File: src/rtl/wsil_pkg.sv
// ----------------------------------------------------------------------------
// wsil_pkg - word set insert/lookup shared definitions
// Sizes, transaction payload types, result codes, controller states and the
// command/status bundles between controller and datapath.
// ----------------------------------------------------------------------------
package wsil_pkg;

    localparam int MAX_ENTRIES = 12;
    localparam int WORD_CHARS  = 20;
    localparam int WORD_BITS   = WORD_CHARS * 8;
    localparam int IDX_W       = (MAX_ENTRIES > 1) ? $clog2(MAX_ENTRIES) : 1;
    localparam int CNT_W       = $clog2(MAX_ENTRIES + 1);
    localparam int POS_W       = $clog2(WORD_CHARS + 1);

    typedef enum logic [2:0] {
        RC_ADDED     = 3'd0,
        RC_PRESENT   = 3'd1,
        RC_FULL      = 3'd2,
        RC_FOUND     = 3'd3,
        RC_NOT_FOUND = 3'd4,
        RC_TOO_LONG  = 3'd5
    } t_result_code;

    typedef enum logic [1:0] {
        S_IDLE,
        S_CHECK,
        S_SEARCH
    } t_state;

    typedef struct packed {
        logic       operation;
        logic [7:0] character;
        logic       last_char;
    } t_in_item;

    typedef struct packed {
        logic [2:0] result_code;
        logic [3:0] entry_index;
        logic [3:0] entry_count;
    } t_out_item;

    typedef struct packed {
        logic         append;   // take the offered character
        logic         rd_en;    // read one stored entry
        logic         rd_next;  // read entry after current, else entry 0
        logic         wr_en;    // store buffer at next free entry
        logic         emit;     // post result and clear the word
        t_result_code code;
    } t_dp_cmd;

    typedef struct packed {
        logic overlong;
        logic op_lookup;
        logic full;
        logic empty;
        logic match;  // entry read last cycle equals the buffer
        logic more;   // another stored entry lies after the current one
    } t_dp_status;

endpackage

File: src/rtl/wsil_datapath.sv
// ----------------------------------------------------------------------------
// wsil_datapath - word assembly, entry store and compare
// Builds the word one byte at a time, holds the stored entries in a memory
// with registered read, compares one entry a cycle and forms the result.
// ----------------------------------------------------------------------------
module wsil_datapath (
    input  logic                 i_clk,
    input  logic                 i_rst_n,
    input  wsil_pkg::t_in_item   i_item,
    input  wsil_pkg::t_dp_cmd    i_cmd,
    output wsil_pkg::t_dp_status o_status,
    output wsil_pkg::t_out_item  o_item,
    output logic                 o_strobe
);

    logic [wsil_pkg::WORD_BITS-1:0] mem [wsil_pkg::MAX_ENTRIES];

    logic [wsil_pkg::WORD_BITS-1:0] r_buf,   n_buf;
    logic [wsil_pkg::POS_W-1:0]     r_pos,   n_pos;
    logic                           r_over,  n_over;
    logic                           r_op;
    logic [wsil_pkg::CNT_W-1:0]     r_count, n_count;
    logic [wsil_pkg::IDX_W-1:0]     r_idx;
    logic [wsil_pkg::WORD_BITS-1:0] r_rdata;
    wsil_pkg::t_out_item            r_out,   n_out;
    logic                           r_strobe;

    logic [wsil_pkg::IDX_W-1:0]     rd_addr;
    logic [wsil_pkg::CNT_W-1:0]     idx_plus;
    logic [31:0]                    idx_wide;
    logic [31:0]                    cnt_wide;
    logic [31:0]                    cnt_after;
    logic [3:0]                     out_index;

    assign idx_plus = wsil_pkg::CNT_W'(r_idx) + 1'b1;
    assign rd_addr  = i_cmd.rd_next ? idx_plus[wsil_pkg::IDX_W-1:0] : '0;

    // memory: one write port, one registered read port
    always_ff @(posedge i_clk) begin
        if (i_cmd.wr_en) begin
            mem[r_count[wsil_pkg::IDX_W-1:0]] <= r_buf;
        end
        if (i_cmd.rd_en) begin
            r_rdata <= mem[rd_addr];
            r_idx   <= rd_addr;
        end
    end

    always_comb begin
        n_buf  = r_buf;
        n_pos  = r_pos;
        n_over = r_over;
        if (i_cmd.emit) begin
            n_buf  = '0;
            n_pos  = '0;
            n_over = 1'b0;
        end else if (i_cmd.append) begin
            if (r_pos < wsil_pkg::POS_W'(wsil_pkg::WORD_CHARS)) begin
                for (int k = 0; k < wsil_pkg::WORD_CHARS; k++) begin
                    if (r_pos == wsil_pkg::POS_W'(k)) begin
                        n_buf[k*8 +: 8] = i_item.character;
                    end
                end
                n_pos = r_pos + 1'b1;
            end else begin
                n_over = 1'b1;
            end
        end
    end

    assign n_count = i_cmd.wr_en ? r_count + 1'b1 : r_count;

    assign idx_wide  = 32'(r_idx);
    assign cnt_wide  = 32'(r_count);
    assign cnt_after = 32'(n_count);

    always_comb begin
        case (i_cmd.code)
            wsil_pkg::RC_FOUND, wsil_pkg::RC_PRESENT: out_index = idx_wide[3:0];
            wsil_pkg::RC_ADDED:                       out_index = cnt_wide[3:0];
            default:                                  out_index = '0;
        endcase
        n_out.result_code = i_cmd.code;
        n_out.entry_index = out_index;
        n_out.entry_count = cnt_after[3:0];
    end

    always_ff @(posedge i_clk) begin
        if (!i_rst_n) begin
            r_buf    <= '0;
            r_pos    <= '0;
            r_over   <= 1'b0;
            r_count  <= '0;
            r_strobe <= 1'b0;
        end else begin
            r_buf    <= n_buf;
            r_pos    <= n_pos;
            r_over   <= n_over;
            r_count  <= n_count;
            r_strobe <= i_cmd.emit;
        end
    end

    always_ff @(posedge i_clk) begin
        if (i_cmd.append) begin
            r_op <= i_item.operation;
        end
        if (i_cmd.emit) begin
            r_out <= n_out;
        end
    end

    assign o_status.overlong  = r_over;
    assign o_status.op_lookup = r_op;
    assign o_status.full      = r_count >= wsil_pkg::CNT_W'(wsil_pkg::MAX_ENTRIES);
    assign o_status.empty     = r_count == '0;
    assign o_status.match     = r_rdata == r_buf;
    assign o_status.more      = idx_plus < r_count;

    assign o_item   = r_out;
    assign o_strobe = r_strobe;

endmodule

File: src/rtl/wsil_ctrl.sv
// ----------------------------------------------------------------------------
// wsil_ctrl - word set insert/lookup controller
// Takes characters while idle, then on a word end walks the stored entries
// and decides the result code.
// ----------------------------------------------------------------------------
module wsil_ctrl (
    input  logic                 i_clk,
    input  logic                 i_rst_n,
    input  logic                 start,
    input  logic                 i_last,
    input  wsil_pkg::t_dp_status i_status,
    output wsil_pkg::t_dp_cmd    o_cmd,
    output logic                 busy
);

    wsil_pkg::t_state r_state, n_state;

    always_ff @(posedge i_clk) begin
        if (!i_rst_n) begin
            r_state <= wsil_pkg::S_IDLE;
        end else begin
            r_state <= n_state;
        end
    end

    always_comb begin
        n_state       = r_state;
        o_cmd.append  = 1'b0;
        o_cmd.rd_en   = 1'b0;
        o_cmd.rd_next = 1'b0;
        o_cmd.wr_en   = 1'b0;
        o_cmd.emit    = 1'b0;
        o_cmd.code    = wsil_pkg::RC_ADDED;
        busy          = 1'b1;
        unique case (r_state)
            wsil_pkg::S_IDLE: begin
                busy = 1'b0;
                if (start) begin
                    o_cmd.append = 1'b1;
                    if (i_last) begin
                        n_state = wsil_pkg::S_CHECK;
                    end
                end
            end
            wsil_pkg::S_CHECK: begin
                if (i_status.overlong) begin
                    o_cmd.emit = 1'b1;
                    o_cmd.code = wsil_pkg::RC_TOO_LONG;
                    n_state    = wsil_pkg::S_IDLE;
                end else if (!i_status.op_lookup && i_status.full) begin
                    o_cmd.emit = 1'b1;
                    o_cmd.code = wsil_pkg::RC_FULL;
                    n_state    = wsil_pkg::S_IDLE;
                end else if (i_status.empty) begin
                    o_cmd.emit  = 1'b1;
                    o_cmd.wr_en = !i_status.op_lookup;
                    o_cmd.code  = i_status.op_lookup ? wsil_pkg::RC_NOT_FOUND
                                                     : wsil_pkg::RC_ADDED;
                    n_state     = wsil_pkg::S_IDLE;
                end else begin
                    o_cmd.rd_en = 1'b1;
                    n_state     = wsil_pkg::S_SEARCH;
                end
            end
            wsil_pkg::S_SEARCH: begin
                if (i_status.match) begin
                    o_cmd.emit = 1'b1;
                    o_cmd.code = i_status.op_lookup ? wsil_pkg::RC_FOUND
                                                    : wsil_pkg::RC_PRESENT;
                    n_state    = wsil_pkg::S_IDLE;
                end else if (i_status.more) begin
                    o_cmd.rd_en   = 1'b1;
                    o_cmd.rd_next = 1'b1;
                end else begin
                    // no entry matched: lookup misses, insert stores
                    o_cmd.emit  = 1'b1;
                    o_cmd.wr_en = !i_status.op_lookup;
                    o_cmd.code  = i_status.op_lookup ? wsil_pkg::RC_NOT_FOUND
                                                     : wsil_pkg::RC_ADDED;
                    n_state     = wsil_pkg::S_IDLE;
                end
            end
            default: begin
                n_state = wsil_pkg::S_IDLE;
            end
        endcase
    end

endmodule

File: src/rtl/word_set_insert_lookup_unit.sv
// ----------------------------------------------------------------------------
// word_set_insert_lookup_unit - word set with insert and lookup
// Channel   Direction  Handshake               Payload
// item      in         start & !busy           i_item  (operation, character, last_char)
// result    out        o_strobe, one cycle     o_item  (result_code, entry_index, entry_count)
//
// Non-final characters are taken one per cycle while idle. A word end holds
// busy while the word is checked and the stored entries compared, one per
// cycle through the single read port of the entry memory; the result
// strobes in the first cycle with busy low. Reset empties the set and the
// word being built; no clearing pass is needed. The receiver cannot stall.
// ----------------------------------------------------------------------------
module word_set_insert_lookup_unit (
    input  logic                i_clk,
    input  logic                i_rst_n,
    input  logic                start,
    output logic                busy,
    input  wsil_pkg::t_in_item  i_item,
    output wsil_pkg::t_out_item o_item,
    output logic                o_strobe
);

    wsil_pkg::t_dp_cmd    cmd;
    wsil_pkg::t_dp_status status;

    wsil_ctrl u_ctrl (
        .i_clk    (i_clk),
        .i_rst_n  (i_rst_n),
        .start    (start),
        .i_last   (i_item.last_char),
        .i_status (status),
        .o_cmd    (cmd),
        .busy     (busy)
    );

    wsil_datapath u_datapath (
        .i_clk    (i_clk),
        .i_rst_n  (i_rst_n),
        .i_item   (i_item),
        .i_cmd    (cmd),
        .o_status (status),
        .o_item   (o_item),
        .o_strobe (o_strobe)
    );

endmodule

File: config.mk
export PLATFORM = sky130hd
export DESIGN_NAME = word_set_insert_lookup_unit
export DESIGN_NICKNAME = d
export VERILOG_FILES = /design/src/rtl/wsil_pkg.sv /design/src/rtl/wsil_datapath.sv /design/src/rtl/wsil_ctrl.sv /design/src/rtl/word_set_insert_lookup_unit.sv
export SDC_FILE = /design/constraint.sdc
export NUM_CORES = 2
export LEC_CHECK = 0
export BUFFER_PORTS_ARGS = -buffer_cell sky130_fd_sc_hd__buf_2
export CAP_MARGIN = 10
export CORE_ASPECT_RATIO = 1.25
export CORE_MARGIN = 2
export CORE_UTILIZATION = 50
export CTS_CLUSTER_SIZE = 12
export DETAILED_ROUTE_END_ITERATION = 16
export PLACE_DENSITY = 0.75
export SLEW_MARGIN = 5
export SYNTH_ARGS = -nofsm -noshare
export SYNTH_HDL_FRONTEND = slang
export SYNTH_SLANG_ARGS = --single-unit
File: constraint.sdc
create_clock -name i_clk -period 27.6 [get_ports i_clk]
set_input_delay 5.52 -clock i_clk [delete_from_list [all_inputs] [get_ports i_clk]]
set_output_delay 5.52 -clock i_clk [all_outputs]
set_load 0.02 [all_outputs]
==> out/qor.csv <==
metric;value;unit
rows;174;
dpl_worst_slack;19790;ps
area_delta_synth_final;9.172;%
synth_largest_area_cell;edfxtp_1;
yosysWarningCount;0;
ant_nets;0;
crit_fanout;75;
drc;0;
vias_per_cell;6.634;
relSlewSlack;15.82;%
hp-class;register to register;
syn_area;90070;sq um
slew_viol_final;0;
drv_cap;0;
ir_worst_vdd;82.28;uV
yosysMostFrequentCell;edfxtp_1;
max_freq;134.4;MHz
holdBufCountCts;0;
post-route-period-util;26.95;%
grt_start_max_net_pins;145;
final_hold_viol_count;0;
htreeDepth;4;
fin_nets;5769;
synth_seq_cells;2269;
status;completed;
synth-main-ff-cell;edfxtp_1;
clockBufferDepth;3;
avgSynthCellArea;15.44;sq um
path_clk_slew;60;ps
grt_pass1_vias;54000;
start_util;50.21;%
setup_tns;0;ps
crit_type;register to register;
hold_ws;540.8;ps
synth_nets;5861;
ys_seq_area_share;73.73;%
root_buffer;clkbuf_16;
layout_min_cycle_time;7439;ps
detail_route.iter0.violations;7685;
arrival;8080;ps
setup_viol;0;
core-area;179400;sq um
cts_tree;yes;
final-seq-area;66400;sq um
worst_pin_slew;1251;ps
fp.dieW;383.6;microns
post_cts_resized;0;
grt.overflow.total;0;
drive_above_1_share;16.84;%
nFillCells;13710;
synth_edf_count;2096;
grt_pass1_wl;355600;microns
routed_wl;243300;microns
grt_usage;26.07;%
fin_ws;20160;ps
die_h;478.5;microns
port_buffers;25;
multi_input_area;21980;sq um
drtPass1Iterations;9;
die_area;183600;sq um
worstSkewPairLatency;860;ps
clkSinkCount;2269;
p_total;0.006361;W
vias;54400;
yosys-top-cells-area;edfxtp_1 (70%), mux2_2 (6.0%), dfxtp_1 (3.8%), nand2_1 (3.5%), a32oi_1 (3.1%);
crit_path_end_kind;register;
ios;26;
crit_required;28240;ps
dp_hpwl;120200;microns
synth_top_area_share;69.88;%
final_core_util;54.81;%
routedWlPerCell;29.67;microns
post_cts_buffers;0;
finClkSkew;38.81;ps
p_per_area;64.70;nW/um^2
antenna_found_initial;8;
ys_types;53;
syn_inst;5832;
p_leak;32.40;nW
synth.top_cells.by_count;edfxtp_1 (2096), nand2_1 (841), mux2_2 (480);
synth-async-reset-ratio;0;%
gp_congestion;0.8432;
cts_inserted_buffers;209;
startpoint_type;register;
grt_setup_unrepaired;false;
-- metal layers --
metal	GRT usage, %	vias to the layer above	share of wire [%]
met5	0	-	0.026
met4	12.54	10	5.2
met3	5.381	652	11
met2	42.66	3512	48
met1	33.24	27620	36
li1	-	22610	-
-- area by class of cell --
cell class,instances,area share [%]
Sequential cell,2269,67.53
Antenna cell,3,0.007635
Clock buffer,277,5.697
Multi-Input combinational cell,3098,22.36
Inverter,17,0.06490
Tap cell,2376,3.023
Clock inverter,15,0.1680
Timing Repair Buffer,145,1.145
-- worst paths after layout --
kind,start,to,slack [ps],depth (start not counted)
setup / recovery,u_datapath.r_buf[127]$_SDFFE_PP0P_,u_datapath.r_rdata[45]$_DFFE_PP_,20160,10
hold / removal,u_datapath.r_over$_SDFFE_PP0P_,u_datapath.r_over$_SDFFE_PP0P_,540,2
setup reg to reg,u_datapath.r_buf[127]$_SDFFE_PP0P_,u_datapath.r_rdata[45]$_DFFE_PP_,20160,10
hold reg to reg,u_datapath.r_over$_SDFFE_PP0P_,u_datapath.r_over$_SDFFE_PP0P_,540,2
-- stage by stage --
step | area [sq um] | std cells
2_1_floorplan | 90070 | 5832
3_3_place_gp | 92530 | 7904
3_5_place_dp | 92530 | 7904
4_1_cts | 98300 | 8196
5_1_grt | 98330 | 8200
6_report | 98330 | 8200
-- worst max-delay path, cell delays in order (launching register included) --
cell      delay (ps)
dfxtp_1          510
xnor2_1          560
nand4_1          520
nor4_1          1180
nand4_1          640
o311ai_4         470
buf_4            860
buf_4            810
buf_4            870
o21ai_0          220
a311oi_1         400
-- cell usage in the layout, fill, tap and decap left out, types with 161 or more instances in the layout --
cell type	Yosys	final
a21oi_1	166	165
a32oi_1	320	320
clkbuf_16	0	213
dfxtp_1	173	173
edfxtp_1	2096	2096
mux2_2	480	480
nand2_1	841	840
nand3_1	166	166
nor3_1	165	161
o21ai_0	167	167
xnor2_1	164	164
-- state kept, by name, indices dropped and copies added, names as in the netlist --
register and flops:
u_datapath.r_buf 160, u_datapath.r_idx 4, u_datapath.r_pos 5, u_datapath.r_rdata 160, u_datapath.r_count 4, u_datapath.r_over 1
u_datapath.o_strobe 1, u_ctrl.r_state 2, u_datapath.mem 1920, u_datapath.r_op 1, u_datapath.o_item 11
-- power breakdown --
group	switching [W]	leakage, nW	internal, W
Combinational	0.0000418	7.23	0.0000109
Sequential	0.0000110	22.4	0.00371
Clock	0.00119	2.80	0.00140
-- cells by family (layout without fill, tap and decap cells) --
logic type / Yosys count / after routing / synth area share (%)
and+or+nand+nor: 1276 / 1276 / 6.083
adders and majority gates: 16 / 16 / 0.2223
DFF: 2269 / 2269 / 73.73
AOI/OAI and AO/OA: 1157 / 1157 / 10.26
other: 0 / 3 / 0
xor gates and xnor gates: 167 / 167 / 1.624
buffers and inverters: 465 / 454 / 2.063
muxes: 482 / 482 / 6.024
No activity file was read; power rests on OpenSTA's default activity.
